### config.mk
export PLATFORM = sky130hd
export DESIGN_NAME = selective_repeat_reorder_receiver
export DESIGN_NICKNAME = d
export VERILOG_FILES = /design/src/hdl/srr_pkg.sv /design/src/hdl/srr_slot_store.sv /design/src/hdl/selective_repeat_reorder_receiver.sv
export SDC_FILE = /design/constraint.sdc
export NUM_CORES = 1
export LEC_CHECK = 0
export ABC_AREA = 1
export BUFFER_PORTS_ARGS = -buffer_cell sky130_fd_sc_hd__buf_4
export CAP_MARGIN = 5
export CORE_ASPECT_RATIO = 1.2
export CORE_MARGIN = 3
export CORE_UTILIZATION = 30
export CTS_BUF_LIST = sky130_fd_sc_hd__clkbuf_8
export CTS_CLUSTER_DIAMETER = 200
export CTS_CLUSTER_SIZE = 20
export DETAILED_ROUTE_END_ITERATION = 10
export SYNTH_ARGS = -nofsm -noshare
export SYNTH_HDL_FRONTEND = slang
export SYNTH_SLANG_ARGS = --single-unit
export TNS_END_PERCENT = 30
### constraint.sdc
create_clock -name clk -period 6 [get_ports clk]
set_clock_uncertainty 0.2 [all_clocks]
set_input_delay 0.9 -clock clk [delete_from_list [all_inputs] [get_ports clk]]
set_output_delay 0.9 -clock clk [all_outputs]
set_load 0.1 [all_outputs]
### src/hdl/srr_pkg.sv
package srr_pkg;

  localparam int WINDOW       = 32;
  localparam int SEQ_BITS     = 16;
  localparam int PAYLOAD_BITS = 32;
  localparam int SLOT_BITS    = $clog2(WINDOW);

  typedef logic [SEQ_BITS-1:0]     seq_t;
  typedef logic [PAYLOAD_BITS-1:0] payload_t;
  typedef logic [SLOT_BITS-1:0]    slot_idx_t;

  // packet kinds
  localparam logic [1:0] OP_DATA    = 2'd0;
  localparam logic [1:0] OP_END     = 2'd1;
  localparam logic [1:0] OP_TIMEOUT = 2'd2;

  typedef enum logic [2:0] {
    RESP_ACK           = 3'd0,
    RESP_NACK_TIMEOUT  = 3'd1,
    RESP_NACK_CHECKSUM = 3'd2,
    RESP_DELIVER       = 3'd3,
    RESP_END           = 3'd4
  } resp_t;

  // slot store requests from the control
  typedef struct packed {
    logic      wr_en;
    slot_idx_t wr_idx;
    payload_t  wr_data;
    logic      rd_en;
    slot_idx_t rd_idx;
    logic      clr_en;
    slot_idx_t clr_idx;
  } slot_req_t;

  // slot of a sequence number: seq modulo WINDOW (WINDOW is a power of two)
  function automatic slot_idx_t slot_of(seq_t s);
    return s[SLOT_BITS-1:0];
  endfunction

endpackage

### src/hdl/srr_slot_store.sv
module srr_slot_store (
  input  logic                          clk,
  input  logic                          rst,
  input  srr_pkg::slot_req_t            req,
  output srr_pkg::payload_t             rd_data,
  output logic [srr_pkg::WINDOW-1:0]    valid
);
  import srr_pkg::*;

  payload_t mem [WINDOW];

  // payload RAM, one write and one registered read port
  always_ff @(posedge clk) begin
    if (req.wr_en) begin
      mem[req.wr_idx] <= req.wr_data;
    end
    if (req.rd_en) begin
      rd_data <= mem[req.rd_idx];
    end
  end

  // occupancy bits
  always_ff @(posedge clk) begin
    if (rst) begin
      valid <= '0;
    end else begin
      if (req.wr_en) begin
        valid[req.wr_idx] <= 1'b1;
      end
      if (req.clr_en) begin
        valid[req.clr_idx] <= 1'b0;
      end
    end
  end

endmodule

### src/hdl/selective_repeat_reorder_receiver.sv
// Selective-repeat reorder receiver. A packet word is taken when start is
// high and busy is low; results appear one per cycle on the result ports,
// each for a single cycle and marked by strobe, and the receiver of them
// cannot stall the block, so it must take a word whenever strobe is high.
// The first result of a packet is registered and shows in the cycle after
// it is taken. End, timeout, bad-checksum and out-of-order or stale data
// packets give one result and leave busy low, so a new packet can follow in
// the next cycle. An in-order data packet gives an ACK, its own delivery and
// one delivery per buffered successor, 2 + D results in all; busy stays high
// while that delivery and the D drains run, D being the number of slots
// drained (at most WINDOW-1), one slot per cycle, set by the single read port
// of the slot RAM. last marks the final result of each packet. Unused opcode
// 3 gives no result and changes no state, though seq_out takes its seq.
module selective_repeat_reorder_receiver (
  input  logic                        clk,
  input  logic                        rst,
  input  logic                        start,
  output logic                        busy,
  input  logic [1:0]                  opcode,
  input  srr_pkg::seq_t               seq,
  input  logic                        checksum_ok,
  input  srr_pkg::payload_t           payload,
  output logic                        strobe,
  output logic [2:0]                  response,
  output srr_pkg::seq_t               seq_out,
  output srr_pkg::payload_t           payload_out,
  output logic                        last
);
  import srr_pkg::*;

  typedef enum logic [2:0] {
    ST_IDLE    = 3'b001,
    ST_DELIVER = 3'b010,   // emit payload of the in-order packet
    ST_DRAIN   = 3'b100    // emit buffered successors from the RAM
  } state_t;

  state_t    state, state_next;
  seq_t      expected, expected_next;
  payload_t  held, held_next;
  resp_t     resp, resp_next;
  logic      strobe_next;
  seq_t      seq_out_next;
  payload_t  payload_out_next;
  logic      last_next;

  slot_req_t          req;
  payload_t           rd_data;
  logic [WINDOW-1:0]  valid;

  seq_t      seq_gap;
  logic      in_window;
  seq_t      succ;
  logic      succ_valid;

  srr_slot_store u_store (
    .clk     (clk),
    .rst     (rst),
    .req     (req),
    .rd_data (rd_data),
    .valid   (valid)
  );

  assign seq_gap    = seq - expected;
  assign in_window  = seq_gap < SEQ_BITS'(WINDOW);
  assign succ       = expected + 1'b1;
  assign succ_valid = valid[slot_of(succ)];

  assign busy     = (state != ST_IDLE);
  assign response = resp;

  always_comb begin
    state_next       = state;
    expected_next    = expected;
    held_next        = held;
    strobe_next      = 1'b0;
    resp_next        = RESP_ACK;
    seq_out_next     = seq_out;
    payload_out_next = '0;
    last_next        = 1'b0;
    req              = '0;

    unique case (state)
      ST_IDLE: begin
        if (start) begin
          seq_out_next = seq;
          unique case (opcode)
            OP_END: begin
              strobe_next = 1'b1;
              resp_next   = RESP_END;
              last_next   = 1'b1;
            end
            OP_TIMEOUT: begin
              strobe_next = 1'b1;
              resp_next   = RESP_NACK_TIMEOUT;
              last_next   = 1'b1;
            end
            OP_DATA: begin
              strobe_next = 1'b1;
              if (!checksum_ok) begin
                resp_next = RESP_NACK_CHECKSUM;
                last_next = 1'b1;
              end else if (seq_gap == '0) begin
                // in order: ACK now, delivery and drain follow
                resp_next  = RESP_ACK;
                held_next  = payload;
                state_next = ST_DELIVER;
              end else begin
                resp_next = RESP_ACK;
                last_next = 1'b1;
                // ahead inside the window: buffer unless slot taken
                if (in_window && !valid[slot_of(seq)]) begin
                  req.wr_en   = 1'b1;
                  req.wr_idx  = slot_of(seq);
                  req.wr_data = payload;
                end
              end
            end
            default: begin
              // unused opcode: no result
            end
          endcase
        end
      end

      ST_DELIVER, ST_DRAIN: begin
        strobe_next      = 1'b1;
        resp_next        = RESP_DELIVER;
        seq_out_next     = expected;
        payload_out_next = (state == ST_DELIVER) ? held : rd_data;
        last_next        = !succ_valid;
        expected_next    = succ;
        if (succ_valid) begin
          // fetch and free the next slot; data lands next cycle
          req.rd_en   = 1'b1;
          req.rd_idx  = slot_of(succ);
          req.clr_en  = 1'b1;
          req.clr_idx = slot_of(succ);
          state_next  = ST_DRAIN;
        end else begin
          state_next  = ST_IDLE;
        end
      end

      default: begin
        state_next = ST_IDLE;
      end
    endcase
  end

  always_ff @(posedge clk) begin
    if (rst) begin
      state    <= ST_IDLE;
      expected <= '0;
      strobe   <= 1'b0;
    end else begin
      state    <= state_next;
      expected <= expected_next;
      strobe   <= strobe_next;
    end
  end

  always_ff @(posedge clk) begin
    held        <= held_next;
    resp        <= resp_next;
    seq_out     <= seq_out_next;
    payload_out <= payload_out_next;
    last        <= last_next;
  end

endmodule
After elaboration in Yosys (flattened, before gate mapping)

Memory sizes are Yosys's and may differ from the RTL's. A register that Yosys moved wholly into a read port is not among the register bits.
Cells that the tools add are included.

Register bits: 136
Bits in writable memories: 1024
Input bits: 54
Output and inout bits: 54
Word-level logic and storage cells: 88
Memories kept: 1

$add $sub $neg: 2
Magnitude comparators: 7
Equal/unequal tests: 10
Multiplexer cells: 42
Bitwise logic cells: 3
Reduce and logical (&&, ||, !) cells: 14

Memories:

| name        | words | bits a word | read ports | clocked after memory_dff | write ports | line                 | source |
|---|---|---|---|---|---|---|---|
| u_store.mem | 32    | 32          | 1          | 1                        | 1           | srr_slot_store.sv:10 | `payload_t mem [WINDOW];` |

Operator list:

| cell                    | count |
|---|---|
| $mux W38                | 6 |
| $mux W32                | 4 |
| $and A32 B32 Y32        | 1 |
| $not A32 Y32            | 1 |
| $or A32 B32 Y32         | 1 |
| $pmux W16 S2            | 1 |
| $lt A5 B6 Y1 const B    | 4 |
| $mux W12                | 2 |
| $mux W3                 | 6 |
| $add A16 B1 Y16 const B | 1 |
| $logic_not A16 Y1       | 1 |
| $lt A16 B6 Y1 const B   | 1 |
| $mux W16                | 1 |
| $sub A16 B16 Y16        | 1 |
| $pmux W3 S2             | 2 |
| $mux W1                 | 11 |
| $bmux W1 S5             | 2 |
| $demux W1 S5            | 2 |
| $ge A5 B1 Y1 const B    | 2 |
| $pmux W3 S3             | 1 |
| $ne A2 B2 Y1 const B    | 3 |
| $pmux W1 S2             | 3 |
| $reduce_and A5 Y1       | 1 |
| $reduce_and A4 Y1       | 1 |
| other kinds (15)        | 19 |

Longest topological paths before layout

Word-level depth: 19
Mapped depth: 21
Gate-level depth less buffers: 19

Cells and area by module

Synthesis repeated with hierarchy kept, for this count alone.

Cell total of the unflattened synthesis: 4506
Area total of the unflattened synthesis: 49970.4 µm²

Modules (own cells, without submodules):

| module                            | instances | cells each | area an instance (µm²) | seq. area each (µm²) |
|---|---|---|---|---|
| srr_slot_store                    | 1         | 3697       | 43968.4                | 32351.0 |
| selective_repeat_reorder_receiver | 1         | 809        | 6002.0                 | 2562.5 |

Least setup slack after synthesis

No wires, ideal clock.

Kind: input port to flip-flop
Start: input port seq[0]
End: register held[0] (enable)
Library setup time: 0.423 ns
Data arrival time: 4.071 ns
Slack: 1.307 ns
Cell stages on the path: 14
Cell sequence: buf_2 inv_1 ha_1 fa_1 inv_1 nand3_1 nand2_1 a21oi_1 xnor2_1 nor2_1 nand2_1 nor2_2 nand2_1 nor2_1

Word-level cells in the longest chain between the ends: 3

Ends and longest elaborated chain:

| element                     | line                                     | source |
|---|---|---|
| from (decl)                 | selective_repeat_reorder_receiver.sv:20  | `input srr_pkg::seq_t seq,` |
| $sub A16 B16 Y16            | selective_repeat_reorder_receiver.sv:63  | `assign seq_gap = seq - expected;` |
| $logic_not A16 Y1           | selective_repeat_reorder_receiver.sv:102 | `end else if (seq_gap == '0) begin` |
| $reduce_and A5 Y1 (no line) | -                                        |  |
| to (signal assigned)        | selective_repeat_reorder_receiver.sv:163 | `held <= held_next;` |
| to (decl)                   | selective_repeat_reorder_receiver.sv:39  | `payload_t held, held_next;` |

Every way passes these cells.
A chain may end at the register's enable or synchronous reset.

Worst setup path after layout

Start: register expected[0]
End: register u_store.rd_data[11], read port of u_store.mem (data pin)

Word-level cells in the longest chain between the ends: 5

Ends and longest elaborated chain:

| element                       | line                                     | source |
|---|---|---|
| from (decl)                   | selective_repeat_reorder_receiver.sv:38  | `seq_t expected, expected_next;` |
| from (signal assigned)        | selective_repeat_reorder_receiver.sv:157 | `expected <= expected_next;` |
| $add A16 B1 Y16 (*)           | selective_repeat_reorder_receiver.sv:65  | `assign succ = expected + 1'b1;` |
| via succ[1]                   | selective_repeat_reorder_receiver.sv:52  | `seq_t succ;` |
| $bmux W1 S5                   | selective_repeat_reorder_receiver.sv:66  | `assign succ_valid = valid[slot_of(succ)];` |
| $mux W1 (not written as such) | selective_repeat_reorder_receiver.sv:66  |  |
| $mux W12 (*)                  | selective_repeat_reorder_receiver.sv:132 | `if (succ_valid) begin` |
| $mux W12 (*)                  | selective_repeat_reorder_receiver.sv:82  | `unique case (state)` |
| to (decl)                     | srr_slot_store.sv:5                      | `output srr_pkg::payload_t rd_data,` |

Mark *: on every way through the listed nets, which the timed path passes. The rest lies on a longest branch. The select of a mux whose other input is x is not followed.

==> flow_metrics.py <==
metrics = {
    "yosys": {
        "synth_cell_type_count": 37,
        "synth_adder_area_share_pct": 0.549,
        "ys_seq_area_share_pct": 70.9,
        "synth-async-reset-ratio_pct": 0,
        "synth_edf_count": 1104,
        "synth_flop_cell": "edfxtp_1",
        "synth_xor_area_share_pct": 0.175,
        "synthesis.nets": 4609,
        "post_synth.cell_area_avg_sq_um": 10.9,
        "synth_mux_area_share_pct": 0,
        "synth_simple_gate_area_share_pct": 21.6,
        "synth_top_family_by_area": "simple AND/OR/NAND/NOR gates",
        "ys_seq_elements": 1192,
        "synth_compound_area_share_pct": 2.63,
        "synthCells": 4534,
        "ys_warn_count": 0,
        "synth_area_sq_um": 49200,
    },
    "sta": {
        "slew_viol_final": 0,
        "rsz0062_at_grt": "no",
        "min_period_over_period_pct": 81.2,
        "slew_headroom_pct": 19.9,
        "final_hold_viol_count": 0,
        "setup_tns_ns": 0,
        "max_freq_mhz": 205,
        "fin_crit_ns": 4.87,
        "setup_viol": 0,
        "whs_ns": 0.0904,
        "worstMarginPinSlew_ns": 1.20,
    },
    "grt": {
        "grt_max_degree": 130,
        "grt_pass1_vias": 31800,
        "grt_pass1_wl_um": 216000,
        "gr-usage-all-layers_pct": 17.1,
        "gr-total-overflow": 0,
        "grt_antenna_before_repair": 6,
    },
    "placement": {
        "routabilityCongestion": 0.861,
        "port_buffers": 107,
        "dpl.cell_count": 6682,
        "dp_hpwl_um": 87900,
    },
    "critical_path": {
        "end_kind": "flop",
        "path_max_fanout": 48,
        "crit_arrival_ns": 5.28,
        "crit_required_ns": 6.40,
        "r2r_slack_ns": 1.13,
        "startpoint_type": "flop",
        "path_cells": "buf_4 -> ha_1 -> inv_1 -> nand3_1 -> nand3_1 -> nand3_1 -> nand2_1 -> nand2_1 -> nand2_4 -> nand2_8 -> nor2_4 -> buf_12 -> buf_4 -> nand2_1 -> nand3_1 -> nand2_1 -> nand2_1 -> nor2_1 -> nand2_1",
        "cpMaxStageDelayCell": "buf_4",
        "crit_top_cell": "nand2_1",
        "crit_type": "reg2reg",
        "rr_worst_depth": 19,
        "critPathMaxStageDelay_ns": 0.49,
    },
    "clocking": {
        "cts_hold_buf": 0,
        "cts_repair_resize_count": 0,
        "cts_setup_buffers": 0,
        "cts_buffers": 69,
        "clkTransAtPathRegs_ns": 0.13,
        "root_buffer": "clkbuf_8",
        "cts.sinks": 1192,
        "ctsHtreeMaxLevel": 3,
        "clk_path_buf_depth": 3,
        "clkLatencyLatePin_ns": 0.79,
        "cts_tree": "done",
    },
    "flow_run": {
        "drv_cap": 0,
    },
    "finish": {
        "utilization_pct": 33.4,
        "instances_no_fill": 6807,
        "num-fill-cells": 16300,
        "drive_gt1_share_pct": 8.80,
        "fin_nets": 4696,
        "layout_common_cells": "1825 x nand2_1, 1104 x edfxtp_1, 546 x nand3_1",
        "layout_commonest_cell": "nand2_1",
        "areaGrowthSynthToFinish_pct": 10.6,
    },
    "status": {
        "outcome": "finished, final reports clean",
    },
    "detailed_routing": {
        "final_antenna_net_count": 0,
        "wl_um": 148000,
        "route.met2.wl_um": 70900,
        "avgViaCountPerCell": 4.88,
        "wire_per_inst_um": 21.7,
        "firstDrtPassIters": 5,
        "drt-met1-wl_um": 62100,
        "dr_total_vias": 33200,
        "route.detailed.drc": 0,
        "drt_iter0_markers": 3384,
        "routed-wl-met3_um": 10800,
        "topRoutingLayerUsed": "met4",
    },
    "min_path": {
        "min_path_type": "in2reg",
        "whs_path_depth": 1,
    },
    "floorplan": {
        "die_w_um": 376,
        "num_rows": 162,
        "die_h_um": 450,
        "ios": 108,
        "placeableCoreArea_sq_um": 163000,
        "design.die.area_sq_um": 169000,
        "start_util_pct": 30.2,
    },
    "pwr": {
        "leakagePower_uw": 0.0228,
        "peakVddDrop_v": 0.000158,
        "power.density_nw_per_um2": 236,
    },
}
==> stage by stage <==
stage               total power (uW)  setup WS, ns  cell area, sq um
floorplan                       9260          1.31             49200
global placement                9350         0.701             53200
detailed placement              9350         0.653             53200
CTS                            12900          1.11             54400
global route                   13200         0.854             54400
finish                         12800          1.13             54400
==> worst paths after layout <==
kind                                                  start                             to
worst min-delay path                            payload[27]             held[27]$_DFFE_PP_
worst max-delay path               expected[0]$_SDFFE_PP0P_  u_store.rd_data[11]$_DFFE_PP_
worst min register to register  u_store.valid[5]$_SDFF_PP0_    u_store.valid[5]$_SDFF_PP0_
worst max register to register     expected[0]$_SDFFE_PP0P_  u_store.rd_data[11]$_DFFE_PP_
==> per-layer routing <==
metal  track usage (%)  up-vias
met3              2.23      202
met4              5.17        0
met5                 0        -
li1                  -    15400
met2              28.4     1333
met1              23.1    16300
==> flip-flops by register name (all words and copies together) (netlist names) <==
| name | cells |
|---|---|
| state | 3 |
| u_store.mem | 1024 |
| payload_out | 32 |
| seq_out | 16 |
| u_store.rd_data | 32 |
| expected | 16 |
| held | 32 |
| last | 1 |
| response | 3 |
| strobe | 1 |
| u_store.valid | 32 |
==> synth_stat cells, types with 14 or more instances <==
library cell  instances  area (sq um)
clkbuf_1             73           274
nand2_1            1829          6870
dfxtp_1              88          1760
buf_2               126           631
nor2_1              168           631
o211ai_1             14           105
inv_1               242           908
nand3_1             547          2740
o21a_1               33           248
nor3_1               17          85.1
ha_1                 20           250
o21ai_0              54           270
a21oi_1             130           651
edfxtp_1           1104         33200
==> power by group <==
| part | internal (uW) | switching [uW] | total (uW) | leakage, uW |
|---|---|---|---|---|
| logic | 66.0 | 150 | 216 | 0.00860 |
| registers | 8940 | 2.07 | 8940 | 0.0134 |
| clock network | 1150 | 2530 | 3690 | 0.000773 |
==> worst max-delay path: cells and delay by family (launching register included) <==
family | cells | cell delay, ns
AND/OR/NAND/NOR | 14 | 2.14
buffers and inverters | 4 | 1.48
adder cells (fa/ha/maj) | 1 | 0.42
flip-flops | 1 | 0.34
==> area by class of cell <==
class / instances / area (sq um) / share of cell area, %
Clock buffer: 73 / 1000 / 1.85
Sequential cell: 1192 / 34900 / 64.1
Timing Repair Buffer: 237 / 2270 / 4.16
Inverter: 254 / 962 / 1.77
Clock inverter: 48 / 199 / 0.365
Tap cell: 2132 / 2670 / 4.90
Multi-Input combinational cell: 2867 / 12400 / 22.8
Antenna cell: 4 / 10.0 / 0.0184
==> logic make-up after synthesis <==
family          Yosys count
buf+inv                 475
compound gates          234
flops                  1192
fa+ha+maj                21
xor+xnor                  9
simple gates           2603
No activity file was read; power rests on OpenSTA's default activity.
